`src/sv/bpnm_pkg.sv`:
```
// ----------------------------------------------------------------------------
// bpnm_pkg
// Shared types and constants of the binary PNM stream decoder.
// ----------------------------------------------------------------------------
package bpnm_pkg;

    localparam int FRACTION_BITS = 16;
    localparam int NUM_W         = FRACTION_BITS + 9;
    localparam int STEP_W        = $clog2(FRACTION_BITS);
    localparam int QUEUE_DEPTH   = 4;
    localparam int QPTR_W        = $clog2(QUEUE_DEPTH);

    localparam logic [1:0] KIND_HEADER = 2'd0;
    localparam logic [1:0] KIND_PIXEL  = 2'd1;
    localparam logic [1:0] KIND_ERROR  = 2'd2;

    localparam logic [2:0] ERR_NONE      = 3'd0;
    localparam logic [2:0] ERR_MAGIC     = 3'd1;
    localparam logic [2:0] ERR_HEADER    = 3'd2;
    localparam logic [2:0] ERR_MAXVAL    = 3'd3;
    localparam logic [2:0] ERR_SEPARATOR = 3'd4;
    localparam logic [2:0] ERR_ZERO_DIM  = 3'd5;
    localparam logic [2:0] ERR_TRUNCATED = 3'd6;

    typedef struct packed {
        logic [1:0]  kind;
        logic [2:0]  err;
        logic [31:0] width;
        logic [31:0] height;
        logic        gray;
        logic [7:0]  max_sample;
        logic [7:0]  s0;
        logic [7:0]  s1;
        logic [7:0]  s2;
        logic        fin;
    } item_t;

endpackage

```
`src/sv/bpnm_front.sv`:
```
// ----------------------------------------------------------------------------
// bpnm_front
// Byte parser: checks the magic, reads the header numbers and gathers raster
// samples into header, pixel and error records.
// ----------------------------------------------------------------------------
module bpnm_front
    import bpnm_pkg::*;
(
    input  logic        clk,
    input  logic        rst_n,
    input  logic        take,
    input  logic [7:0]  data_byte,
    input  logic        first_byte,
    input  logic        last_byte,
    output logic        push,
    output item_t       push_item
);

    localparam logic [2:0] PH_MAGIC0 = 3'd0;
    localparam logic [2:0] PH_MAGIC1 = 3'd1;
    localparam logic [2:0] PH_WIDTH  = 3'd2;
    localparam logic [2:0] PH_HEIGHT = 3'd3;
    localparam logic [2:0] PH_MAXVAL = 3'd4;
    localparam logic [2:0] PH_RASTER = 3'd5;
    localparam logic [2:0] PH_IDLE   = 3'd6;

    logic [2:0]  phase_reg, phase_next;
    logic        comment_reg, comment_next;
    logic        digits_reg, digits_next;
    logic [31:0] acc_reg, acc_next;
    logic        gray_reg, gray_next;
    logic [31:0] width_reg, width_next;
    logic [31:0] height_reg, height_next;
    logic [7:0]  max_reg, max_next;
    logic [1:0]  ch_reg, ch_next;
    logic [7:0]  red_reg, red_next;
    logic [7:0]  green_reg, green_next;
    logic [31:0] col_reg, col_next;
    logic [31:0] row_reg, row_next;

    logic        emit;
    logic [1:0]  e_kind;
    logic [2:0]  e_err;
    logic        e_fin;

    always_comb
    begin
        logic [2:0]  ph;
        logic        blank;
        logic        digit;
        logic [3:0]  dv;
        logic [35:0] prod;
        logic        fail;
        logic [2:0]  code;
        logic        fin;

        ph           = first_byte ? PH_MAGIC0 : phase_reg;
        comment_next = first_byte ? 1'b0 : comment_reg;
        digits_next  = first_byte ? 1'b0 : digits_reg;
        acc_next     = first_byte ? 32'd0 : acc_reg;
        gray_next    = first_byte ? 1'b0 : gray_reg;
        width_next   = first_byte ? 32'd0 : width_reg;
        height_next  = first_byte ? 32'd0 : height_reg;
        max_next     = first_byte ? 8'd0 : max_reg;
        ch_next      = first_byte ? 2'd0 : ch_reg;
        red_next     = first_byte ? 8'd0 : red_reg;
        green_next   = first_byte ? 8'd0 : green_reg;
        col_next     = first_byte ? 32'd0 : col_reg;
        row_next     = first_byte ? 32'd0 : row_reg;
        phase_next   = ph;

        blank = (data_byte == 8'h20) || (data_byte == 8'h0A) || (data_byte == 8'h0D) ||
                (data_byte == 8'h09) || (data_byte == 8'h0C) || (data_byte == 8'h0B);
        digit = (data_byte >= 8'h30) && (data_byte <= 8'h39);
        dv    = 4'(data_byte - 8'h30);
        prod  = {1'b0, acc_next, 3'b000} + {3'b000, acc_next, 1'b0} + 36'(dv);
        fail  = 1'b0;
        code  = ERR_NONE;
        fin   = (col_next == width_next - 32'd1) && (row_next == height_next - 32'd1);
        emit  = 1'b0;
        e_kind = KIND_ERROR;
        e_fin  = 1'b0;

        unique case (ph)
            PH_MAGIC0:
            begin
                if (data_byte != 8'h50 || last_byte)
                begin
                    fail = 1'b1;
                    code = ERR_MAGIC;
                end
                else
                begin
                    phase_next = PH_MAGIC1;
                end
            end
            PH_MAGIC1:
            begin
                if ((data_byte != 8'h35 && data_byte != 8'h36) || last_byte)
                begin
                    fail = 1'b1;
                    code = ERR_MAGIC;
                end
                else
                begin
                    gray_next  = (data_byte == 8'h35);
                    phase_next = PH_WIDTH;
                end
            end
            PH_WIDTH, PH_HEIGHT, PH_MAXVAL:
            begin
                if (comment_next)
                begin
                    if (data_byte == 8'h0A)
                    begin
                        comment_next = 1'b0;
                    end
                    if (last_byte)
                    begin
                        fail = 1'b1;
                        code = ERR_HEADER;
                    end
                end
                else if (digits_next && digit)
                begin
                    if (prod[35:32] != 4'd0)
                    begin
                        fail = 1'b1;
                        code = ERR_HEADER;
                    end
                    else
                    begin
                        acc_next = prod[31:0];
                        if (last_byte)
                        begin
                            fail = 1'b1;
                            if (ph != PH_MAXVAL)
                            begin
                                code = ERR_HEADER;
                            end
                            else if (prod[31:0] == 32'd0 || prod[31:0] > 32'd255)
                            begin
                                code = ERR_MAXVAL;
                            end
                            else
                            begin
                                code = ERR_SEPARATOR;
                            end
                        end
                    end
                end
                else if (digits_next && ph == PH_MAXVAL)
                begin
                    fail = 1'b1;
                    if (acc_next == 32'd0 || acc_next > 32'd255)
                    begin
                        code = ERR_MAXVAL;
                    end
                    else if (!blank)
                    begin
                        code = ERR_SEPARATOR;
                    end
                    else if (width_next == 32'd0 || height_next == 32'd0)
                    begin
                        code = ERR_ZERO_DIM;
                    end
                    else
                    begin
                        max_next   = acc_next[7:0];
                        col_next   = 32'd0;
                        row_next   = 32'd0;
                        ch_next    = 2'd0;
                        phase_next = PH_RASTER;
                        if (last_byte)
                        begin
                            code = ERR_TRUNCATED;
                        end
                        else
                        begin
                            fail   = 1'b0;
                            emit   = 1'b1;
                            e_kind = KIND_HEADER;
                        end
                    end
                end
                else
                begin
                    if (digits_next)
                    begin
                        if (ph == PH_WIDTH)
                        begin
                            width_next = acc_next;
                        end
                        else
                        begin
                            height_next = acc_next;
                        end
                        phase_next  = ph + 3'd1;
                        digits_next = 1'b0;
                        acc_next    = 32'd0;
                    end
                    if (blank)
                    begin
                    end
                    else if (data_byte == 8'h23)
                    begin
                        comment_next = 1'b1;
                    end
                    else if (digit)
                    begin
                        digits_next = 1'b1;
                        acc_next    = 32'(dv);
                    end
                    else
                    begin
                        fail = 1'b1;
                        code = ERR_HEADER;
                    end
                    if (!fail && last_byte)
                    begin
                        fail = 1'b1;
                        code = ERR_HEADER;
                    end
                end
            end
            PH_RASTER:
            begin
                if (!gray_next && ch_next == 2'd0)
                begin
                    red_next = data_byte;
                    ch_next  = 2'd1;
                    if (last_byte)
                    begin
                        fail = 1'b1;
                        code = ERR_TRUNCATED;
                    end
                end
                else if (!gray_next && ch_next == 2'd1)
                begin
                    green_next = data_byte;
                    ch_next    = 2'd2;
                    if (last_byte)
                    begin
                        fail = 1'b1;
                        code = ERR_TRUNCATED;
                    end
                end
                else
                begin
                    ch_next = 2'd0;
                    if (col_next == width_next - 32'd1)
                    begin
                        col_next = 32'd0;
                        row_next = row_next + 32'd1;
                    end
                    else
                    begin
                        col_next = col_next + 32'd1;
                    end
                    if (fin)
                    begin
                        phase_next = PH_IDLE;
                        emit       = 1'b1;
                        e_kind     = KIND_PIXEL;
                        e_fin      = 1'b1;
                    end
                    else if (last_byte)
                    begin
                        fail = 1'b1;
                        code = ERR_TRUNCATED;
                    end
                    else
                    begin
                        emit   = 1'b1;
                        e_kind = KIND_PIXEL;
                    end
                end
            end
            default:
            begin
                phase_next = PH_IDLE;
            end
        endcase

        if (fail)
        begin
            phase_next = PH_IDLE;
            emit       = 1'b1;
            e_kind     = KIND_ERROR;
            e_fin      = 1'b0;
        end
        e_err = fail ? code : ERR_NONE;
    end

    assign push = take && emit;

    always_comb
    begin
        push_item.kind       = e_kind;
        push_item.err        = e_err;
        push_item.width      = width_next;
        push_item.height     = height_next;
        push_item.gray       = gray_next;
        push_item.max_sample = max_next;
        push_item.s0         = gray_next ? data_byte : red_next;
        push_item.s1         = green_next;
        push_item.s2         = data_byte;
        push_item.fin        = e_fin;
    end

    always_ff @(posedge clk or negedge rst_n)
    begin
        if (!rst_n)
        begin
            phase_reg   <= PH_MAGIC0;
            comment_reg <= 1'b0;
            digits_reg  <= 1'b0;
            acc_reg     <= 32'd0;
            gray_reg    <= 1'b0;
            width_reg   <= 32'd0;
            height_reg  <= 32'd0;
            max_reg     <= 8'd0;
            ch_reg      <= 2'd0;
            red_reg     <= 8'd0;
            green_reg   <= 8'd0;
            col_reg     <= 32'd0;
            row_reg     <= 32'd0;
        end
        else if (take)
        begin
            phase_reg   <= phase_next;
            comment_reg <= comment_next;
            digits_reg  <= digits_next;
            acc_reg     <= acc_next;
            gray_reg    <= gray_next;
            width_reg   <= width_next;
            height_reg  <= height_next;
            max_reg     <= max_next;
            ch_reg      <= ch_next;
            red_reg     <= red_next;
            green_reg   <= green_next;
            col_reg     <= col_next;
            row_reg     <= row_next;
        end
    end

endmodule

```
`src/sv/bpnm_queue.sv`:
```
// ----------------------------------------------------------------------------
// bpnm_queue
// Short first-in first-out queue of parsed records between parser and scaler.
// ----------------------------------------------------------------------------
module bpnm_queue
    import bpnm_pkg::*;
(
    input  logic  clk,
    input  logic  rst_n,
    input  logic  push,
    input  item_t push_item,
    input  logic  pop,
    output item_t pop_item,
    output logic  full,
    output logic  empty
);

    item_t               mem [QUEUE_DEPTH];
    logic [QPTR_W-1:0]   wr_reg;
    logic [QPTR_W-1:0]   rd_reg;
    logic [QPTR_W:0]     count_reg;

    assign full     = (count_reg == (QPTR_W+1)'(QUEUE_DEPTH));
    assign empty    = (count_reg == '0);
    assign pop_item = mem[rd_reg];

    always_ff @(posedge clk)
    begin
        if (push)
        begin
            mem[wr_reg] <= push_item;
        end
    end

    always_ff @(posedge clk or negedge rst_n)
    begin
        if (!rst_n)
        begin
            wr_reg    <= '0;
            rd_reg    <= '0;
            count_reg <= '0;
        end
        else
        begin
            if (push)
            begin
                wr_reg <= wr_reg + QPTR_W'(1);
            end
            if (pop)
            begin
                rd_reg <= rd_reg + QPTR_W'(1);
            end
            count_reg <= count_reg + (QPTR_W+1)'(push) - (QPTR_W+1)'(pop);
        end
    end

endmodule

```
`src/sv/bpnm_back.sv`:
```
// ----------------------------------------------------------------------------
// bpnm_back
// Scaler and output stage: turns each sample into a fixed-point fraction of
// maxval with a shared shift-subtract divider and holds the result register.
// ----------------------------------------------------------------------------
module bpnm_back
    import bpnm_pkg::*;
(
    input  logic                     clk,
    input  logic                     rst_n,
    input  logic                     empty,
    input  item_t                    pop_item,
    output logic                     pop,
    output logic                     out_valid,
    input  logic                     out_stall,
    output logic [1:0]               kind,
    output logic [31:0]              width,
    output logic [31:0]              height,
    output logic                     gray,
    output logic [7:0]               max_sample,
    output logic [15:0]              red,
    output logic [15:0]              green,
    output logic [15:0]              blue,
    output logic                     over_range,
    output logic                     last_pixel,
    output logic [2:0]               error_code
);

    localparam logic [1:0] ST_IDLE = 2'd0;
    localparam logic [1:0] ST_LOAD = 2'd1;
    localparam logic [1:0] ST_DIV  = 2'd2;
    localparam logic [1:0] ST_DONE = 2'd3;

    localparam logic [FRACTION_BITS-1:0] FULL = '1;

    logic [1:0]               state_reg, state_next;
    item_t                    item_reg;
    logic [1:0]               ch_reg, ch_next;
    logic [STEP_W-1:0]        step_reg, step_next;
    logic [9:0]               rem_reg, rem_next;
    logic [FRACTION_BITS-1:0] num_reg, num_next;
    logic [FRACTION_BITS-1:0] q_reg, q_next;
    logic [FRACTION_BITS-1:0] res_reg [3];
    logic [FRACTION_BITS-1:0] res_next [3];
    logic                     ovr_reg, ovr_next;
    logic                     out_valid_reg;
    logic                     load_out;

    logic [7:0]               s;
    logic [NUM_W-1:0]         n_full;
    logic [9:0]               divisor;
    logic [9:0]               trial;
    logic                     ge;
    logic                     last_ch;

    always_comb
    begin
        case (ch_reg)
            2'd0:    s = item_reg.s0;
            2'd1:    s = item_reg.s1;
            default: s = item_reg.s2;
        endcase
    end

    assign n_full  = {s, {(FRACTION_BITS + 1){1'b0}}} - NUM_W'({s, 1'b0})
                     + NUM_W'(item_reg.max_sample);
    assign divisor = {1'b0, item_reg.max_sample, 1'b0};
    assign trial   = {rem_reg[8:0], num_reg[FRACTION_BITS-1]};
    assign ge      = (trial >= divisor);
    assign last_ch = item_reg.gray || (ch_reg == 2'd2);
    assign pop     = (state_reg == ST_IDLE) && !empty;
    assign load_out = (state_reg == ST_DONE) && (!out_valid_reg || !out_stall);

    always_comb
    begin
        state_next  = state_reg;
        ch_next     = ch_reg;
        step_next   = step_reg;
        rem_next    = rem_reg;
        num_next    = num_reg;
        q_next      = q_reg;
        ovr_next    = ovr_reg;
        res_next[0] = res_reg[0];
        res_next[1] = res_reg[1];
        res_next[2] = res_reg[2];

        unique case (state_reg)
            ST_IDLE:
            begin
                if (!empty)
                begin
                    ch_next     = 2'd0;
                    ovr_next    = 1'b0;
                    res_next[0] = '0;
                    res_next[1] = '0;
                    res_next[2] = '0;
                    state_next  = (pop_item.kind == KIND_PIXEL) ? ST_LOAD : ST_DONE;
                end
            end
            ST_LOAD:
            begin
                if (s > item_reg.max_sample)
                begin
                    ovr_next         = 1'b1;
                    res_next[ch_reg] = FULL;
                    if (last_ch)
                    begin
                        state_next = ST_DONE;
                    end
                    else
                    begin
                        ch_next = ch_reg + 2'd1;
                    end
                end
                else
                begin
                    rem_next   = {1'b0, n_full[NUM_W-1:FRACTION_BITS]};
                    num_next   = n_full[FRACTION_BITS-1:0];
                    step_next  = '0;
                    q_next     = '0;
                    state_next = ST_DIV;
                end
            end
            ST_DIV:
            begin
                rem_next  = ge ? (trial - divisor) : trial;
                num_next  = {num_reg[FRACTION_BITS-2:0], 1'b0};
                q_next    = {q_reg[FRACTION_BITS-2:0], ge};
                step_next = step_reg + STEP_W'(1);
                if (step_reg == STEP_W'(FRACTION_BITS - 1))
                begin
                    res_next[ch_reg] = q_next;
                    if (last_ch)
                    begin
                        state_next = ST_DONE;
                    end
                    else
                    begin
                        ch_next    = ch_reg + 2'd1;
                        state_next = ST_LOAD;
                    end
                end
            end
            ST_DONE:
            begin
                if (load_out)
                begin
                    state_next = ST_IDLE;
                end
            end
            default:
            begin
                state_next = ST_IDLE;
            end
        endcase
    end

    always_ff @(posedge clk or negedge rst_n)
    begin
        if (!rst_n)
        begin
            state_reg     <= ST_IDLE;
            out_valid_reg <= 1'b0;
        end
        else
        begin
            state_reg     <= state_next;
            out_valid_reg <= load_out || (out_valid_reg && out_stall);
        end
    end

    always_ff @(posedge clk)
    begin
        if (pop)
        begin
            item_reg <= pop_item;
        end
        ch_reg     <= ch_next;
        step_reg   <= step_next;
        rem_reg    <= rem_next;
        num_reg    <= num_next;
        q_reg      <= q_next;
        ovr_reg    <= ovr_next;
        res_reg[0] <= res_next[0];
        res_reg[1] <= res_next[1];
        res_reg[2] <= res_next[2];
        if (load_out)
        begin
            kind       <= item_reg.kind;
            width      <= item_reg.width;
            height     <= item_reg.height;
            gray       <= item_reg.gray;
            max_sample <= item_reg.max_sample;
            red        <= 16'(res_reg[0]);
            green      <= 16'(item_reg.gray ? res_reg[0] : res_reg[1]);
            blue       <= 16'(item_reg.gray ? res_reg[0] : res_reg[2]);
            over_range <= ovr_reg;
            last_pixel <= item_reg.fin;
            error_code <= item_reg.err;
        end
    end

    assign out_valid = out_valid_reg;

endmodule

```
`src/sv/binary_pnm_stream_decoder_core.sv`:
```
// ----------------------------------------------------------------------------
// binary_pnm_stream_decoder_core
// Decodes a binary P5/P6 file, one byte per transfer, into a header record,
// one scaled pixel per sample or triple, and error records.
// ----------------------------------------------------------------------------
//  channel | signals                                  | direction
//  in      | in_valid, in_stall, data_byte,           | byte stream in
//          | first_byte, last_byte                    |
//  out     | out_valid, out_stall, kind, width, ...   | result stream out
//
// The parser takes one byte per cycle while the record queue has room.
// Each pixel channel is loaded in turn and, unless it exceeds maxval, run
// through the shift-subtract divider in the scaler; header and error
// records skip the divider. A stalled output holds its record, and the queue
// then fills and stalls the input. Reset is asynchronous and clears the
// parser, queue and scaler control.
// ----------------------------------------------------------------------------
module binary_pnm_stream_decoder_core
    import bpnm_pkg::*;
(
    input  logic        clk,
    input  logic        rst_n,
    input  logic        in_valid,
    output logic        in_stall,
    input  logic [7:0]  data_byte,
    input  logic        first_byte,
    input  logic        last_byte,
    output logic        out_valid,
    input  logic        out_stall,
    output logic [1:0]  kind,
    output logic [31:0] width,
    output logic [31:0] height,
    output logic        gray,
    output logic [7:0]  max_sample,
    output logic [15:0] red,
    output logic [15:0] green,
    output logic [15:0] blue,
    output logic        over_range,
    output logic        last_pixel,
    output logic [2:0]  error_code
);

    logic  take;
    logic  push;
    item_t push_item;
    logic  pop;
    item_t pop_item;
    logic  full;
    logic  empty;

    assign in_stall = full;
    assign take     = in_valid && !full;

    bpnm_front u_front (
        .clk        (clk),
        .rst_n      (rst_n),
        .take       (take),
        .data_byte  (data_byte),
        .first_byte (first_byte),
        .last_byte  (last_byte),
        .push       (push),
        .push_item  (push_item)
    );

    bpnm_queue u_queue (
        .clk       (clk),
        .rst_n     (rst_n),
        .push      (push),
        .push_item (push_item),
        .pop       (pop),
        .pop_item  (pop_item),
        .full      (full),
        .empty     (empty)
    );

    bpnm_back u_back (
        .clk        (clk),
        .rst_n      (rst_n),
        .empty      (empty),
        .pop_item   (pop_item),
        .pop        (pop),
        .out_valid  (out_valid),
        .out_stall  (out_stall),
        .kind       (kind),
        .width      (width),
        .height     (height),
        .gray       (gray),
        .max_sample (max_sample),
        .red        (red),
        .green      (green),
        .blue       (blue),
        .over_range (over_range),
        .last_pixel (last_pixel),
        .error_code (error_code)
    );

endmodule

```
`config.mk`:
```
export PLATFORM = sky130hd
export DESIGN_NAME = binary_pnm_stream_decoder_core
export DESIGN_NICKNAME = d
export VERILOG_FILES = /design/src/sv/bpnm_pkg.sv /design/src/sv/bpnm_front.sv /design/src/sv/bpnm_queue.sv /design/src/sv/bpnm_back.sv /design/src/sv/binary_pnm_stream_decoder_core.sv
export SDC_FILE = /design/constraint.sdc
export NUM_CORES = 2
export LEC_CHECK = 0
export ABC_AREA = 0
export BUFFER_PORTS_ARGS = -buffer_cell sky130_fd_sc_hd__buf_4
export CORE_ASPECT_RATIO = 1.2
export CORE_UTILIZATION = 50
export DETAILED_ROUTE_END_ITERATION = 8
export PLACE_DENSITY = 0.65
export SLEW_MARGIN = 0
export SYNTH_ARGS = -nofsm -noshare
export SYNTH_HDL_FRONTEND = slang
export SYNTH_HIERARCHICAL = 1
export SYNTH_SLANG_ARGS = --single-unit
```
`constraint.sdc`:
```
create_clock -name clk -period 12.1 [get_ports clk]
set_input_delay 3.63 -clock clk [delete_from_list [all_inputs] [get_ports clk]]
set_output_delay 3.63 -clock clk [all_outputs]
set_load 0.1 [all_outputs]
```
==> After elaboration in Yosys (flattened, before gate mapping) <==
Memory sizes are Yosys's and may differ from the RTL's.
Cells that the tools add are included.
Widths: inputs -> output; s select.
{ "totals": {"wordCells": 377, "reg_bits": 480, "n_memories": 2, "in_bits": 14, "out_inout_bits": 130, "ram_bits": 460} }
{ "classes": {"order_cmp": 8, "addsub": 17, "n_eq_ne": 34, "muxes": 218, "bitwise_logic": 2, "reduce_logical": 51} }
{ "mem_list": {"columns": ["memory", "depth", "word_bits", "rd", "rd_ports_with_merged_regs", "wr", "line_no", "source"], "rows": [
  ["u_queue.mem", 4, 103, 1, 0, 1, "bpnm_queue.sv:18", "item_t mem [QUEUE_DEPTH];"],
  ["u_back.res_reg", 3, 16, 3, 0, 3, "bpnm_back.sv:43", "logic [FRACTION_BITS-1:0] res_reg [3];"]
]} }
{ "ops": {"columns": ["cell", "count"], "rows": [
  ["$mux 32", 44],
  ["$mux 48", 3],
  ["$pmux 48 s3", 1],
  ["$logic_not 32->1", 4],
  ["$mux 8", 16],
  ["$pmux 32 s2", 2],
  ["$mux 3", 32],
  ["$mux 2", 34],
  ["$add 32x1->32 const B", 2],
  ["$eq 32x32->1", 2],
  ["$gt 32x8->1 const B", 2],
  ["$mux 16", 4],
  ["$sub 32x1->32 const B", 2],
  ["$mux 1", 62],
  ["$bwmux 48", 1],
  ["$or 48x48->48", 1],
  ["$eq 8x4->1 const B", 5],
  ["$add 35x33->36", 1],
  ["$add 36x4->36", 1],
  ["$demux 16 s2", 1],
  ["$pmux 16 s2", 1],
  ["$pmux 15 s2", 1],
  ["$add 25x8->25", 1],
  ["$sub 25x9->25", 1],
  ["other kinds (51)", 106]
]} }

==> Depth between registers and ports, before layout <==
{ "logic_depth": {"word_depth": 22, "ltp_mapped": 27} }

==> By module <==
The synthesis kept the hierarchy.
{ "by_module_without_submodules": {"columns": ["mod", "area_per_inst_um2", "cells_per_inst", "instances"], "rows": [
  ["bpnm_front", 17212.8, 2153, 1],
  ["bpnm_queue", 15257.1, 573, 1],
  ["bpnm_back", 13610.6, 945, 1],
  ["binary_pnm_stream_decoder_core", 13.8, 1, 1]
]} }

==> Worst setup path before layout <==
OpenSTA, ideal clock, no wires.
{ "synth_timing": {"kind": "input -> register", "start": "in out_stall", "end": "reg u_back.blue[0] (enable)", "arrival_ns": 12.844, "required_time_ns": 11.289, "cell_stages": 1, "slack_ns": -1.555, "setup_ns": 0.811, "path_cell_list": "a21boi_0"} }
{ "synth_via": {"elab_chain_cells": 3} }
{ "synth_rtl": {"columns": ["element", "line_no", "source"], "rows": [
  ["start: declaration", "binary_pnm_stream_decoder_core.sv:29", "input logic out_stall,"],
  ["$logic_not 1->1", "bpnm_back.sv:72", "assign load_out = (state_reg == ST_DONE) && (!out_valid_reg || !out_stall);"],
  ["$logic_or 1x1->1", "bpnm_back.sv:72", null],
  ["$logic_and 1x1->1", "bpnm_back.sv:72", null],
  ["end signal: assignment", "bpnm_back.sv:196", "blue <= 16'(item_reg.gray ? res_reg[0] : res_reg[2]);"],
  ["end: declaration", "bpnm_back.sv:23", "output logic [15:0] blue,"]
]} }
Every way passes these cells.
A chain may end at the register's enable or synchronous reset.

==> Final worst setup path <==
{ "layout_timing": {"start": "in first_byte", "end": "mem u_queue/mem[1][51] (netlist name) (enable)"} }
{ "layout_via": {"elab_chain_cells": 14} }
{ "layout_rtl": {"columns": ["element", "line_no", "source"], "rows": [
  ["start: declaration", "binary_pnm_stream_decoder_core.sv:26", "input logic first_byte,"],
  ["parallel branches: the longest is 10 deep, another holds $add 35x33->36", null, null],
  ["$mux 1 (*)", "bpnm_front.sv:285", "if (fail)"],
  ["$logic_and 1x1->1 (*)", "bpnm_front.sv:295", "assign push = take && emit;"],
  ["via push", "binary_pnm_stream_decoder_core.sv:44", "logic push;"],
  ["$mux 1 (*)", "bpnm_queue.sv:29", "if (push)"],
  ["$mux 1 (not written as such) (*)", "bpnm_queue.sv:31", "mem[wr_reg] <= push_item;"],
  ["end: declaration", "bpnm_queue.sv:18", null]
]} }
Mark *: on every way through the listed nets, which the timed path passes.

==> impl_results.md <==
* Outcome: completed
* Global-route usage over all layers at 24.5%
* Port Buffers at 143
* Crit path DAT at slightly above 9 ns
* RSZ-0062 raised after global routing: no
* Cell variety after synth at around 120
* Clk_lat worst skew at between 0.6 and 0.7 ns
* Worst Setup SP: first_byte
* Critical Path RT at 12.40 ns
* Total die area at between 0.09 and 0.1 sq mm
* Slew HR at 29.8%
* Synth top area share at 48.1%
* Period utilization at 73.9%
* Clock transition at path regs at 0.06 ns
* Syn nets at 3799
* Initial antenna violation count at 0
* Worst path depth at 17
* Post-cts resize count at 0
* Critical path's top delay family: compound AO/OA/AOI/OAI gates
* Remaining DRCs at 0
* Max reg flops at 412
* Place WS at approximately 2.6 ns
* CP Class: input port to flop
* Worst setup SP type: input port
* Crit. End Element: flop
* Post-CTS setup buffer count at 0
* WL/cell at 22.5 um
* Largest net degree at the start of global routing at roughly 130
* Worst vdd ir at 0.185 mV
* Synth top area cells: edfxtp_1 48%, dfrtp_1 11%, mux4_2 5.0%, ha_1 3.0%, o21ai_0 2.6%
* Flop2flop setup slack at 5.98 ns
* Reg2reg start: u_front/acc_reg[0]
* Routed vias/inst at 5.98
* Final Critical Period at 8.94 ns
* Antenna viol nets, final at 0
* Setup TNS at 0 ns
* Fmax at 0.112 GHz
* Layout Skew at 0.0318 ns
* Critical path buffer and inverter count at 2
* Core Util, Final at a little under three fifths
* FF-to-FF End: u_queue/mem[1][51]
* Total wire length at approximately 110 mm
* EDFF count, synth at about 740
* Mapped cell area at 0.0461 sq mm
* Path category of the worst min-delay check: flop to flop
* Final setup vio count at 0
* # diodes at 0
* Worst-margin pin slew at 1.05 ns
* Synth warn at 6
* WHS Path Cells at 0
* Pre-antenna DRT Iters at 6
* Die Y at 335 um
* Pleak at 19.1 nW
* Cell count of the worst reg-to-reg path at 17
* Async set-or-reset flop fraction in the synthesized netlist at ~21%
* Worst hold slack at 0.412 ns
* Row cnt at 121
* Slew Viols, Final at 0
* Ys flop type: edfxtp_1
* Fin cells at 5031
* Dpl cells at 4864
* Area leader, netlist: edfxtp_1
* Max_cap viols at 0
* Seq/Total Area, Yosys at between 50% and 60%
* GR Overflow Total at 0
* P per Cell Area at 239 mW/mm^2
* Layout cells sized above 1 at 15.7%
* Number of synthesized register bits at between 900 and 1000
* HPWL Detailed at 77.0 mm
* Crit path to: u_queue/mem[1][51]
* NumNets Final at 3852
* Final worst setup slack at 3.16 ns
* Die X-Extent at around 280 um
* H-tree depth at 3
* CP max stage cell: and2_4
* CTS tree: built
* Drt first-iter violations at 2664
* CTS buffer count at around 90
* CP Cell Sequence: buf_6 -> nor2_1 -> xor2_1 -> ha_1 -> ha_1 -> a211oi_1 -> o211ai_1 -> a31oi_1 -> o31a_1 -> o31a_1 -> xnor2_1 -> or4b_1 -> a31oi_1 -> nor2_1 -> o21a_1 -> and2_4 -> buf_12
* Hold buffers post-CTS at 0
* Average size of a mapped cell at 12.6 sq um
* GPL Wtd Cong at between 0.9 and 1
* Final Hold Viols at 0
* Post-synthesis cell count at 3672
* Io pins at around 140
* Worst-case clock buffer depth at 3
* Clock sink count at 940
* Vias after detailed routing at 30100
* Vias in the first global route at slightly below 30000
* Slowest Stage Delay on Critical Path at 0.65 ns
* Starting Density at 50.7%
* Core Area at 0.0910 sq mm
* Crit path max fanout at 90
* CTS root buffer: clkbuf_16
* First-pass GRT wire length at 178 mm
* Area grow syn2layout at 10.7%
## layout make-up
class / instances / area [sq um]
well taps: 1230 / 1540
inverters: 96 / 360
flip-flops and latches: 940 / 27200
multi-input cells: 2416 / 17600
repair buffers: 182 / 1440
fillers: 7525 / 40000
clock buffers: 132 / 2520
clock inverters: 35 / 359
## worst register-to-register path, stage by stage, from the launching register on
cell      delay [ns]
dfrtp_1         0.50
inv_1           0.18
nor2_1          0.36
xor2_1          0.20
ha_1            0.26
ha_1            0.31
a211oi_1        0.41
o211ai_1        0.14
a31oi_1         0.42
o31a_1          0.38
o31a_1          0.20
xnor2_1         0.15
or4b_1          0.41
a31oi_1         0.19
nor2_1          0.13
o21a_1          0.33
and2_4          0.66
buf_12          0.41
## through the flow
step	total power, mW	cell area (sq um)
6_report	12.2	51000
5_1_grt	12.8	51000
4_1_cts	12.3	51000
3_5_place_dp	9.54	48100
3_3_place_gp	9.47	48100
2_1_floorplan	8.55	46100
## power breakdown
part	leakage (nW)	switching (mW)	internal, mW
clock network	1.39	1.20	1.55
logic	7.97	3.04	1.38
registers	9.71	0.375	4.66
total	19.1	4.61	7.58
## cells by family (layout without fill, tap and decap cells)
group | Yosys count | count (layout) | share of synthesized area (%)
muxes | 255 | 255 | 8.55
adders and majority gates | 113 | 113 | 3.12
DFF | 940 | 940 | 59.0
and+or+nand+nor | 1162 | 1162 | 13.1
AOI/OAI and AO/OA | 767 | 767 | 10.9
buffers and inverters | 316 | 445 | 3.00
xor gates and xnor gates | 119 | 119 | 2.26
## layer usage
metal	wire length, um	part of all wire, %	vias up	GRT usage [%]
met5	0	0	-	0
met4	3980	3.5	0	9.10
met3	5150	4.5	182	3.07
met2	55300	49	830	40.5
met1	49100	43	15100	33.1
li1	-	-	14000	-
## worst min-delay path by stage
stage | startpoint | endpoint | slack [ns]
global route | u_back/item_reg[66] | u_back/width[0] | 0.42
detailed placement | u_back/item_reg[40] | u_back/height[6] | 0.41
CTS | u_back/item_reg[66] | u_back/width[0] | 0.41
finish | u_back/item_reg[66] | u_back/width[0] | 0.41
floorplan | u_back/item_reg[98] | u_back/error_code[0] | 0.40
global placement | u_back/item_reg[41] | u_back/height[7] | 0.40
## cells in the final DEF, fill, tap and decap left out, types with 18 or more instances in the layout
cell type	netlist	final
clkbuf_1	133	31
and3_1	43	43
a211oi_1	19	18
nand4_1	52	52
inv_1	95	94
buf_4	12	175
xor2_1	42	42
nand2b_1	66	66
o211ai_1	31	31
o31ai_1	23	23
edfxtp_1	738	738
nand2_1	282	282
nor2_1	296	294
mux2i_1	74	74
a22o_1	27	27
xnor2_1	77	77
nor4_1	38	38
o21ai_0	240	240
dfrtp_1	202	200
ha_1	110	106
and2_1	44	40
nor2b_1	71	70
a21o_1	27	27
a21oi_1	170	170
clkbuf_16	0	90
a31oi_1	30	30
nand3_1	76	76
mux4_2	103	103
nor3_1	55	53
mux2_2	78	78
or3_1	22	22
## cell usage after synthesis (30+ instances only)
master,number
a21oi_1,170
nor2_1,296
nor2b_1,71
edfxtp_1,738
nor3_1,55
inv_1,95
nand2b_1,66
a31oi_1,30
buf_2,40
nor4_1,38
and3_1,43
and2_1,44
mux2i_1,74
mux4_2,103
nand3_1,76
mux2_2,78
xor2_1,42
nand4_1,52
nand2_1,282
dfrtp_1,202
ha_1,110
o211ai_1,31
clkbuf_1,133
o21ai_0,240
xnor2_1,77
Note: power is estimated with default switching activity, not from simulation.
